## src/sv/s3c_pkg.sv

```systemverilog
// Shared constants, register codes and stage types of the strided 3x3 convolution core.
`timescale 1ns / 1ps

package s3c_pkg;

	localparam int IMAGE_SIDE = 16;
	localparam int OUT_SIDE   = 7;
	localparam int POS_W      = $clog2(IMAGE_SIDE);
	localparam int IDX_W      = 3;

	// Pixel history: two full rows plus two pixels behind the incoming one.
	localparam int CHAIN_LEN  = 2 * IMAGE_SIDE + 2;

	localparam int W_W        = 16;
	localparam int REG_W      = 3 * W_W;
	localparam int ROW_SUM_W  = W_W + 2;
	localparam int SUM_W      = W_W + 4;
	localparam int VAL_W      = 13;
	localparam int CLAMP_HIGH = 4096;
	localparam int CFG_IDX_W  = 2;

	localparam logic signed [SUM_W-1:0] CLAMP_S = SUM_W'(CLAMP_HIGH);

	typedef enum logic [CFG_IDX_W-1:0] {
		CFG_KERNEL_TOP = 2'd0,
		CFG_KERNEL_MID = 2'd1,
		CFG_KERNEL_BOT = 2'd2
	} cfg_reg_t;

	typedef struct packed {
		logic [IDX_W-1:0] row;
		logic [IDX_W-1:0] col;
		logic             last;
	} out_tag_t;

endpackage

```

## src/sv/s3c_cell.sv

```systemverilog
// One cell of the pixel history chain: holds one pixel bit, passes it on per pixel.
`timescale 1ns / 1ps

module s3c_cell
	import s3c_pkg::*;
(
	input  logic clk,
	input  logic arst_n,
	input  logic shift_en,
	input  logic d,
	output logic q
);

	logic bit_q;

	always_ff @(posedge clk or negedge arst_n) begin
		if (!arst_n) begin
			bit_q <= 1'b0;
		end else if (shift_en) begin
			bit_q <= d;
		end
	end

	assign q = bit_q;

endmodule

```

## src/sv/s3c_row_sum.sv

```systemverilog
// Select-and-add of one kernel row against three window pixels.
`timescale 1ns / 1ps

module s3c_row_sum
	import s3c_pkg::*;
(
	input  logic                        [2:0]   bits,    // bit 0 = leftmost column
	input  logic                        [REG_W-1:0] weights,
	output logic signed [ROW_SUM_W-1:0]         sum
);

	logic signed [ROW_SUM_W-1:0] term [3];

	always_comb begin
		for (int l = 0; l < 3; l++) begin
			term[l] = bits[l] ? ROW_SUM_W'($signed(weights[l*W_W +: W_W])) : '0;
		end
		sum = term[0] + term[1] + term[2];
	end

endmodule

```

## src/sv/strided_conv3x3_clamp_core.sv

```systemverilog
// Top level of the strided 3x3 convolution core with clamped output.
`timescale 1ns / 1ps
//
// Usage:
//  - Input channel (in_valid/in_ready): one binarized pixel per request, raster order,
//    16x16 image. frame_start marks pixel (0,0) and resyncs the position counters.
//  - Config channel (cfg_valid/cfg_ready): cfg_index 0/1/2 selects the top, middle or
//    bottom kernel row; cfg_data holds three signed Q3.12 weights, left column in bits
//    15:0. cfg_ready is always high; index 3 is dropped. Write only while idle.
//  - Output channel (out_valid/out_ready): one clamped sum (0..4096, Q1.12) for every
//    pixel at an even row and even column from 2 on, 7x7 per image, with its output
//    row/column and last on the final one.
//  - Throughput: one pixel per cycle while in_ready is high. The history chain shifts
//    once per accepted pixel and the adder is a two-stage pipeline, so nothing iterates.
//  - Pipeline: two register stages (row sums in stage 1, total and clamp into the output
//    register); out_valid rises once the window completed by the accepted pixel has
//    passed stage 1 and been loaded into the output register.
//  - Stall: when out_ready is low and the output register is full, stage 1 holds and
//    in_ready drops once stage 1 is also full; no request is lost.
//  - Reset: kernel rows, counters, chain and valid flags clear; no clearing pass.

module strided_conv3x3_clamp_core
	import s3c_pkg::*;
(
	input  logic                 clk,
	input  logic                 arst_n,

	input  logic                 in_valid,
	output logic                 in_ready,
	input  logic                 pixel_bit,
	input  logic                 frame_start,

	input  logic                 cfg_valid,
	output logic                 cfg_ready,
	input  logic [CFG_IDX_W-1:0] cfg_index,
	input  logic [REG_W-1:0]     cfg_data,

	output logic                 out_valid,
	input  logic                 out_ready,
	output logic [VAL_W-1:0]     conv_value,
	output logic [IDX_W-1:0]     out_row,
	output logic [IDX_W-1:0]     out_col,
	output logic                 last
);

	// Kernel registers
	logic [REG_W-1:0] kern_top_q, kern_mid_q, kern_bot_q;

	assign cfg_ready = 1'b1;

	always_ff @(posedge clk or negedge arst_n) begin
		if (!arst_n) begin
			kern_top_q <= '0;
			kern_mid_q <= '0;
			kern_bot_q <= '0;
		end else if (cfg_valid && cfg_ready) begin
			case (cfg_reg_t'(cfg_index))
				CFG_KERNEL_TOP: kern_top_q <= cfg_data;
				CFG_KERNEL_MID: kern_mid_q <= cfg_data;
				CFG_KERNEL_BOT: kern_bot_q <= cfg_data;
				default: ;  // out-of-range index: drop the write
			endcase
		end
	end

	// Pipeline flow control
	logic     in_acc;
	logic     out_free;
	logic     s1_valid_s1;
	out_tag_t s1_tag_s1;
	logic signed [ROW_SUM_W-1:0] top_sum_s1, mid_sum_s1, bot_sum_s1;

	assign out_free = !out_valid || out_ready;
	assign in_ready = !s1_valid_s1 || out_free;
	assign in_acc   = in_valid && in_ready;

	// Position of the incoming pixel; frame_start forces (0,0)
	logic [POS_W-1:0] row_q, col_q;
	logic [POS_W-1:0] cur_row, cur_col;
	logic             emit;
	out_tag_t         tag;

	always_comb begin
		cur_row = frame_start ? '0 : row_q;
		cur_col = frame_start ? '0 : col_q;
		tag.row = IDX_W'((cur_row - POS_W'(2)) >> 1);
		tag.col = IDX_W'((cur_col - POS_W'(2)) >> 1);
		tag.last = (tag.row == IDX_W'(OUT_SIDE - 1)) && (tag.col == IDX_W'(OUT_SIDE - 1));
		emit = !cur_row[0] && !cur_col[0] && (cur_row >= POS_W'(2)) && (cur_col >= POS_W'(2))
			&& (((cur_row - POS_W'(2)) >> 1) < POS_W'(OUT_SIDE))
			&& (((cur_col - POS_W'(2)) >> 1) < POS_W'(OUT_SIDE));
	end

	always_ff @(posedge clk or negedge arst_n) begin
		if (!arst_n) begin
			row_q <= '0;
			col_q <= '0;
		end else if (in_acc) begin
			if (cur_col == POS_W'(IMAGE_SIDE - 1)) begin
				col_q <= '0;
				row_q <= (cur_row == POS_W'(IMAGE_SIDE - 1)) ? '0 : cur_row + POS_W'(1);
			end else begin
				col_q <= cur_col + POS_W'(1);
				row_q <= cur_row;
			end
		end
	end

	// Pixel history chain: cell k holds the pixel accepted k+1 requests ago.
	// Rows above sit IMAGE_SIDE and 2*IMAGE_SIDE pixels back; only windows from
	// row 2 of the current frame are used, so no clear is needed on frame_start.
	logic [CHAIN_LEN-1:0] chain;

	for (genvar k = 0; k < CHAIN_LEN; k++) begin : g_chain
		s3c_cell u_cell (
			.clk      (clk),
			.arst_n   (arst_n),
			.shift_en (in_acc),
			.d        ((k == 0) ? pixel_bit : chain[(k == 0) ? 0 : k - 1]),
			.q        (chain[k])
		);
	end

	// Window taps, bit 0 = column c-2, bit 2 = column c
	logic [2:0] top_bits, mid_bits, bot_bits;

	assign bot_bits = {pixel_bit, chain[0], chain[1]};
	assign mid_bits = {chain[IMAGE_SIDE-1], chain[IMAGE_SIDE], chain[IMAGE_SIDE+1]};
	assign top_bits = {chain[2*IMAGE_SIDE-1], chain[2*IMAGE_SIDE], chain[2*IMAGE_SIDE+1]};

	logic signed [ROW_SUM_W-1:0] top_sum, mid_sum, bot_sum;

	s3c_row_sum u_sum_top (.bits(top_bits), .weights(kern_top_q), .sum(top_sum));
	s3c_row_sum u_sum_mid (.bits(mid_bits), .weights(kern_mid_q), .sum(mid_sum));
	s3c_row_sum u_sum_bot (.bits(bot_bits), .weights(kern_bot_q), .sum(bot_sum));

	// Stage 1: row sums and output tag
	always_ff @(posedge clk or negedge arst_n) begin
		if (!arst_n) begin
			s1_valid_s1 <= 1'b0;
		end else if (in_ready) begin
			s1_valid_s1 <= in_acc && emit;
		end
	end

	always_ff @(posedge clk) begin
		if (in_acc && emit) begin
			top_sum_s1 <= top_sum;
			mid_sum_s1 <= mid_sum;
			bot_sum_s1 <= bot_sum;
			s1_tag_s1  <= tag;
		end
	end

	// Stage 2: total and clamp into the output register
	logic signed [SUM_W-1:0] total;
	logic [VAL_W-1:0]        clamped;

	always_comb begin
		total = SUM_W'(top_sum_s1) + SUM_W'(mid_sum_s1) + SUM_W'(bot_sum_s1);
		if (total[SUM_W-1]) begin
			clamped = '0;
		end else if (total > CLAMP_S) begin
			clamped = VAL_W'(CLAMP_HIGH);
		end else begin
			clamped = total[VAL_W-1:0];
		end
	end

	logic     out_valid_q;
	logic [VAL_W-1:0] value_q;
	out_tag_t out_tag_q;

	always_ff @(posedge clk or negedge arst_n) begin
		if (!arst_n) begin
			out_valid_q <= 1'b0;
		end else if (out_free) begin
			out_valid_q <= s1_valid_s1;
		end
	end

	always_ff @(posedge clk) begin
		if (out_free && s1_valid_s1) begin
			value_q   <= clamped;
			out_tag_q <= s1_tag_s1;
		end
	end

	assign out_valid  = out_valid_q;
	assign conv_value = value_q;
	assign out_row    = out_tag_q.row;
	assign out_col    = out_tag_q.col;
	assign last       = out_tag_q.last;

	// Checks
	a_clamp_range: assert property (@(posedge clk) disable iff (!arst_n)
		out_valid |-> (conv_value <= VAL_W'(CLAMP_HIGH)))
		else $error("conv_value above clamp limit");

	a_last_pos: assert property (@(posedge clk) disable iff (!arst_n)
		(out_valid && last) |->
			(out_row == IDX_W'(OUT_SIDE - 1)) && (out_col == IDX_W'(OUT_SIDE - 1)))
		else $error("last flagged away from the final output position");

	a_frame_sync: assert property (@(posedge clk) disable iff (!arst_n)
		(in_acc && frame_start) |=> (row_q == '0) && (col_q == POS_W'(1)))
		else $error("frame_start did not resync the position counters");

	a_s1_hold: assert property (@(posedge clk) disable iff (!arst_n)
		(s1_valid_s1 && !out_free) |=> (s1_valid_s1 && $stable(s1_tag_s1)
			&& $stable(top_sum_s1) && $stable(mid_sum_s1) && $stable(bot_sum_s1)))
		else $error("stage 1 changed while the output was stalled");

endmodule

```

## config.mk

```make
export PLATFORM = sky130hd
export DESIGN_NAME = strided_conv3x3_clamp_core
export DESIGN_NICKNAME = d
export VERILOG_FILES = /design/src/sv/s3c_pkg.sv /design/src/sv/s3c_cell.sv /design/src/sv/s3c_row_sum.sv /design/src/sv/strided_conv3x3_clamp_core.sv
export SDC_FILE = /design/constraint.sdc
export NUM_CORES = 1
export LEC_CHECK = 0
export BUFFER_PORTS_ARGS = -buffer_cell sky130_fd_sc_hd__buf_4
export CAP_MARGIN = 25
export CORE_MARGIN = 5
export CORE_UTILIZATION = 57
export DETAILED_ROUTE_END_ITERATION = 6
export GPL_ROUTABILITY_DRIVEN = 0
export PLACE_DENSITY = 0.78
export SLEW_MARGIN = 20
export SYNTH_ARGS = -nofsm -noshare
export SYNTH_HDL_FRONTEND = slang
export SYNTH_SLANG_ARGS = --single-unit
```

## constraint.sdc

```tcl
create_clock -name clk -period 5.5 [get_ports clk]
set_clock_uncertainty 0.15 [all_clocks]
set_input_delay 0.825 -clock clk [delete_from_list [all_inputs] [get_ports clk]]
set_output_delay 0.825 -clock clk [all_outputs]
set_load 0.005 [all_outputs]
```

# ---- Word-level counts from Yosys, hierarchy flattened
# Index checks and enable logic that the tools add are counted.
dict set report word_totals {
  ff_bits 269
  input_bits 57
  out_inout_bits 23
  elab_cells 110
}
dict set report op_classes {
  add_sub_neg 12
  n_lt_le_gt_ge 5
  n_eq_ne 6
  muxes 15
  reduce_logical 20
}
# operator count
set ops {}
lappend ops {{$mux W18} 9}
lappend ops {{$add A18 B18 Y18} 6}
lappend ops {{$add A19 B18 Y20} 1}
lappend ops {{$gt A20 B14 Y1 const B} 1}
lappend ops {{$mux W4} 5}
lappend ops {{$add A18 B18 Y19} 1}
lappend ops {{$mux W13} 1}
lappend ops {{$logic_and A1 B1 Y1} 9}
lappend ops {{$add A4 B1 Y4 const B} 2}
lappend ops {{$eq A4 B4 Y1 const B} 2}
lappend ops {{$ge A4 B2 Y1 const B} 2}
lappend ops {{$sub A4 B2 Y4 const B} 2}
lappend ops {{$eq A3 B3 Y1 const B} 2}
lappend ops {{$lt A3 B3 Y1 const B} 2}
lappend ops {{$reduce_and A2 Y1} 3}
lappend ops {{$logic_not A1 Y1} 4}
lappend ops {{$eq A2 B1 Y1 const B} 1}
lappend ops {{$eq A2 B2 Y1 const B} 1}
lappend ops {{$logic_not A2 Y1} 1}
lappend ops {{$logic_or A1 B1 Y1} 2}
lappend ops {{$reduce_or A2 Y1} 1}

# ---- Longest topological paths before layout
dict set report logic_depth {
  depth_word 8
  mapped_depth 14
  depth_no_buf 14
}

# ---- Cells and area by module
# A second synthesis with hierarchy kept.
dict set report unflattened {
  cells_unflattened 1324
  area_unflattened_um2 15757.6
}
# mod n_inst cells_per_inst area_each_um2 seq_area_each_um2
set by_module_without_submodules {}
lappend by_module_without_submodules {strided_conv3x3_clamp_core 1 654 10131.0 6286.0}
lappend by_module_without_submodules {{s3c_row_sum at u_sum_bot ...} 2 202 1422.6 0.0}
lappend by_module_without_submodules {{s3c_row_sum at u_sum_mid} 1 198 1420.1 0.0}
lappend by_module_without_submodules {s3c_cell 34 2 40.0 25.0}

# ---- Worst setup path before layout
# Ideal clock, no wire load.
dict set report synth_timing {
  path_type {input port to flip-flop}
  startpoint {input frame_start}
  endpoint {register bot_sum_s1[0] (enable)}
  setup_time_ns 0.502
  t_arrival_ns 4.830
  required_ns 4.848
  slack_ns 0.018
  cell_stages 9
  n_path_buf 1
  path_cell_list {nor2b_1 clkbuf_1 inv_1 ha_1 inv_1 o2bb2ai_1 a21oi_1 o21ai_0 a21oi_1}
}
# element line
set synth_rtl {}
lappend synth_rtl {{start, declared} strided_conv3x3_clamp_core.sv:31} ;# input logic frame_start,
lappend synth_rtl {{end signal, assigned} strided_conv3x3_clamp_core.sv:150} ;# bot_sum_s1 <= bot_sum;
lappend synth_rtl {{end, declared} strided_conv3x3_clamp_core.sv:71} ;# logic signed [ROW_SUM_W-1:0] top_sum_s1, mid_sum_s1, bot_sum_s1;

# ---- Worst setup path in the final report
dict set report layout_timing {
  startpoint {register g_chain[15].u_cell.bit_q}
  endpoint {register mid_sum_s1[15], data pin}
}
dict set report layout_via {
  elab_chain_cells 2
}
# element line
set layout_lines {}
lappend layout_lines {{start, declared} s3c_cell.sv:14} ;# logic bit_q;
lappend layout_lines {{start signal, assigned} s3c_cell.sv:18} ;# bit_q <= 1'b0;
lappend layout_lines {{start signal, assigned} s3c_cell.sv:20} ;# bit_q <= d;
lappend layout_lines {{$mux W18} s3c_row_sum.sv:16} ;# term[l] = bits[l] ? ROW_SUM_W'($signed(weights[l*W_W +: W_W])) : '0;
lappend layout_lines {{$add A18 B18 Y18} s3c_row_sum.sv:18} ;# sum = term[0] + term[1] + term[2];
lappend layout_lines {{named net mid_sum[15]} strided_conv3x3_clamp_core.sv:131} ;# logic signed [ROW_SUM_W-1:0] top_sum, mid_sum, bot_sum;
lappend layout_lines {{end signal, assigned} strided_conv3x3_clamp_core.sv:149} ;# mid_sum_s1 <= mid_sum;
lappend layout_lines {{end, declared} strided_conv3x3_clamp_core.sv:71}
# The timed path passes the listed nets, and every way through them passes these cells.
# A chain may end at the register's enable or synchronous reset.

==> results by group <==
Worst setup path
  • Worst setup EP type: flip-flop
  • FF-to-FF setup slack: approximately 1.0 ns
  • Critical path start-end classification: flip-flop to flip-flop
  • RR Endpoint: mid_sum_s1[15]
  • CP Data Required Time: 5.63 ns
  • Largest fanout on the critical path: 18
  • Reg2reg path depth: 12
  • Beginning of the worst register-to-register path: g_chain[15].u_cell.q
  • Arrival time of the worst setup path: 4.62 ns
  • Worst setup SP type: flip-flop

CTS
  • Clock transition at path regs: roughly 0.060 ns
  • Worst-Skew Late Latency: around 0.56 ns
  • CTS H-tree lvls: 1
  • Number of clock sinks: around 270
  • TritonCTS clock tree: yes
  • Number of buffers on the longest clock path: 3
  • Clock root buffer: sky130_fd_sc_hd__clkbuf_16
  • Hold buffer count at CTS: 0
  • Post-CTS setup buffers: 0
  • Clock buffer count from CTS: 28
  • Number of resized instances in the post-cts repair step: 0

Drt
  • Number of routed nets with antenna violations: 0
  • Initial detailed-routing violation count: about 740
  • Drt pass-1 iters: 5
  • DR DRC count: 0
  • Routed length per placed instance: about 19 um
  • Count of vias placed by the detailed router: around 10000
  • Overall routed net length: roughly 33000 um
  • Vias per inst: between 5 and 6

Status
  • Outcome: complete, no violations

Synth
  • Sequential cell area fraction in the yosys report: 0.468
  • Cell count after synthesis: 1307
  • Number of different library cells in the post-synthesis netlist: between 70 and 80
  • Synthesized area: about 15000 um2
  • Post-synthesis average cell area: approximately 12 um2
  • Commonest register cell after synthesis: sky130_fd_sc_hd__dfrtp_1
  • Count of flip-flops with a built-in enable after synthesis: just over 80
  • Synthesized Nets: about 1500
  • Synth warnings: 0
  • Share of flip-flops with an asynchronous set or reset after synthesis: 0.699
  • Seq cells post-synth: around 270

Floorplanning
  • Area of the die: ~30000 um2
  • Initial core utilization: 0.573
  • Core area: between 20000 and 30000 um2
  • Die Span X: between 150 and 200 um
  • Total number of placement rows: 60
  • Die outline height: ~170 um
  • I/O pin count: 80

Placement
  • Pre-CTS WS: between 0.9 and 1 ns
  • HPWL reported at the end of detailed placement: 23700 um
  • Number of port buffers: 78
  • Area of placed instances: 16200 um2

Cells and area
  • Area of all placed cells without fillers: about 17000 um2
  • Count of fill cells added during filler insertion: around 2000
  • Commonest non-fill, non-tap cell in the layout: sky130_fd_sc_hd__dfrtp_1
  • Fraction of layout instances using a drive strength above 1: 0.232
  • Area growth, synth to finish: 12.2%
  • Commonest non-fill, non-tap cells in the layout: sky130_fd_sc_hd__dfrtp_1 (188), sky130_fd_sc_hd__mux2_2 (178), sky130_fd_sc_hd__nand2_1 (149), sky130_fd_sc_hd__inv_1 (119), sky130_fd_sc_hd__buf_4 (84)
  • Antenna diode instance count: 0
  • Number of nets in the layout: approximately 1600

Flow run
  • Count of max-cap constraint violations: 0

STA
  • Final critical-path setup slack: between 1 and 1.5 ns
  • Slew headroom: 0.384
  • Setup repair after global routing missed its margin: no
  • Max Clock Freq: around 220 MHz
  • Slew at the pin closest to its max-slew limit: 0.924 ns
  • Fraction of the cycle the final worst path needs: 0.817
  • Total negative slack: 0 ns
  • Final Hold Slack: around 0.22 ns
  • Tmin final: 4.50 ns
  • Final slew viol count: 0
  • Number of endpoints failing setup at the final stage: 0
  • Final hold violations: 0

Global route
  • Number of global-route vias before repair: roughly 11000
  • Maximum number of pins on one net before global-route repair: just under 100
  • Initial antenna violation count: 0
  • Global-route wire length before repair: 54800 um
  • Global-route usage over all layers: 0.222
  • Remaining global-route overflow: 0

Min path
  • Class of the tightest hold or removal check: input port to asynchronous set/reset pin

Power
  • Peak VDD IR: just under 300 uV
  • Reported leakage power: roughly 7.7 nW
  • P per Cell Area: 379 nW/um2
-- cell families (layout without fill, tap and decap cells) --
logic type,after synthesis,count (layout),synth area share
mux,178,178,0.131
simple gates,350,350,0.109
fa+ha+maj,145,145,0.153
other cells,1,1,0.000246
flops,269,269,0.468
buf+inv,162,256,0.0407
compound gates,162,162,0.0752
xor+xnor,40,40,0.0230
-- critical path, stage by stage, from the launching register on --
cell,delay (ns)
sky130_fd_sc_hd__dfrtp_1,0.83
sky130_fd_sc_hd__nand2_1,0.18
sky130_fd_sc_hd__fa_1,0.57
sky130_fd_sc_hd__inv_1,0.04
sky130_fd_sc_hd__ha_1,0.35
sky130_fd_sc_hd__nor2b_1,0.18
sky130_fd_sc_hd__o31a_1,0.28
sky130_fd_sc_hd__o211ai_1,0.23
sky130_fd_sc_hd__a21oi_1,0.12
sky130_fd_sc_hd__a2111oi_0,0.54
sky130_fd_sc_hd__nor3_1,0.21
sky130_fd_sc_hd__a2111oi_0,0.44
sky130_fd_sc_hd__nor3_1,0.10
-- area by class of cell --
| type | count | area (um2) | area share |
|---|---|---|---|
| clock inverters | 9 | 85.1 | 0.00497 |
| inverters | 119 | 447 | 0.0261 |
| clock buffers | 43 | 860 | 0.0502 |
| flip-flops and latches | 269 | 7140 | 0.417 |
| well taps | 341 | 427 | 0.0249 |
| repair buffers | 85 | 642 | 0.0375 |
| multi-input cells | 876 | 7530 | 0.440 |
-- synthesized netlist by cell type (14+ instances only) --
master,instances,share of area
sky130_fd_sc_hd__mux2_2,178,0.13
sky130_fd_sc_hd__nand2_1,150,0.037
sky130_fd_sc_hd__a21oi_1,28,0.0092
sky130_fd_sc_hd__edfxtp_1,81,0.16
sky130_fd_sc_hd__nor2b_1,14,0.0057
sky130_fd_sc_hd__inv_1,119,0.029
sky130_fd_sc_hd__nor2_1,61,0.015
sky130_fd_sc_hd__fa_1,70,0.092
sky130_fd_sc_hd__clkbuf_1,32,0.0079
sky130_fd_sc_hd__ha_1,75,0.061
sky130_fd_sc_hd__and2_1,31,0.013
sky130_fd_sc_hd__nor3_1,34,0.011
sky130_fd_sc_hd__o21ai_0,25,0.0082
sky130_fd_sc_hd__o21a_1,22,0.011
sky130_fd_sc_hd__dfrtp_1,188,0.31
sky130_fd_sc_hd__xnor2_1,29,0.017
-- how the worst max path moves through the flow --
stage,startpoint,depth (start not counted),endpoint,slack [ns]
2_1_floorplan,frame_start,9,bot_sum_s1[0],0.02
3_3_place_gp,pixel_bit,14,bot_sum_s1[15],1.09
3_5_place_dp,pixel_bit,14,bot_sum_s1[15],0.99
4_1_cts,g_chain[15].u_cell.q,12,mid_sum_s1[15],0.99
5_1_grt,g_chain[16].u_cell.q,13,mid_sum_s1[15],0.77
6_report,g_chain[15].u_cell.q,12,mid_sum_s1[15],1.00
-- report_power, final --
group,internal [mW],leakage (nW),switching [mW]
sequential,2.45,3.02,0.275
clock,1.12,0.470,0.785
combinational,0.848,4.22,1.00
total,4.42,7.71,2.06
-- layer usage --
metal,global-route usage,routed length (um),vias to the layer above,part of all wire
met2,0.353,15100,280,0.46
met5,0,0,-,0
met3,0.0382,1840,65,0.056
met4,0.0561,773,0,0.024
met1,0.322,15100,4977,0.46
li1,-,-,4679,-
-- stage by stage --
| stage | utilization | instances | power [mW] |
|---|---|---|---|
| after global routing | 0.642 | 1742 | 6.86 |
| after floorplan | - | 1307 | 3.98 |
| after CTS | 0.642 | 1742 | 6.50 |
| after global placement | 0.607 | 1690 | 4.48 |
| final | 0.642 | 1742 | 6.48 |
| after detailed placement | 0.607 | 1690 | 4.56 |
-- registers in the layout, summed over array words and instances (netlist names), 7 cells and up --
register          count
s1_tag_s1             7
kern_bot_q           48
top_sum_s1           18
mid_sum_s1           18
g_chain.u_cell.q     34
bot_sum_s1           18
kern_mid_q           48
kern_top_q           48
conv_value           13
No activity file was read; power rests on OpenSTA's default activity.
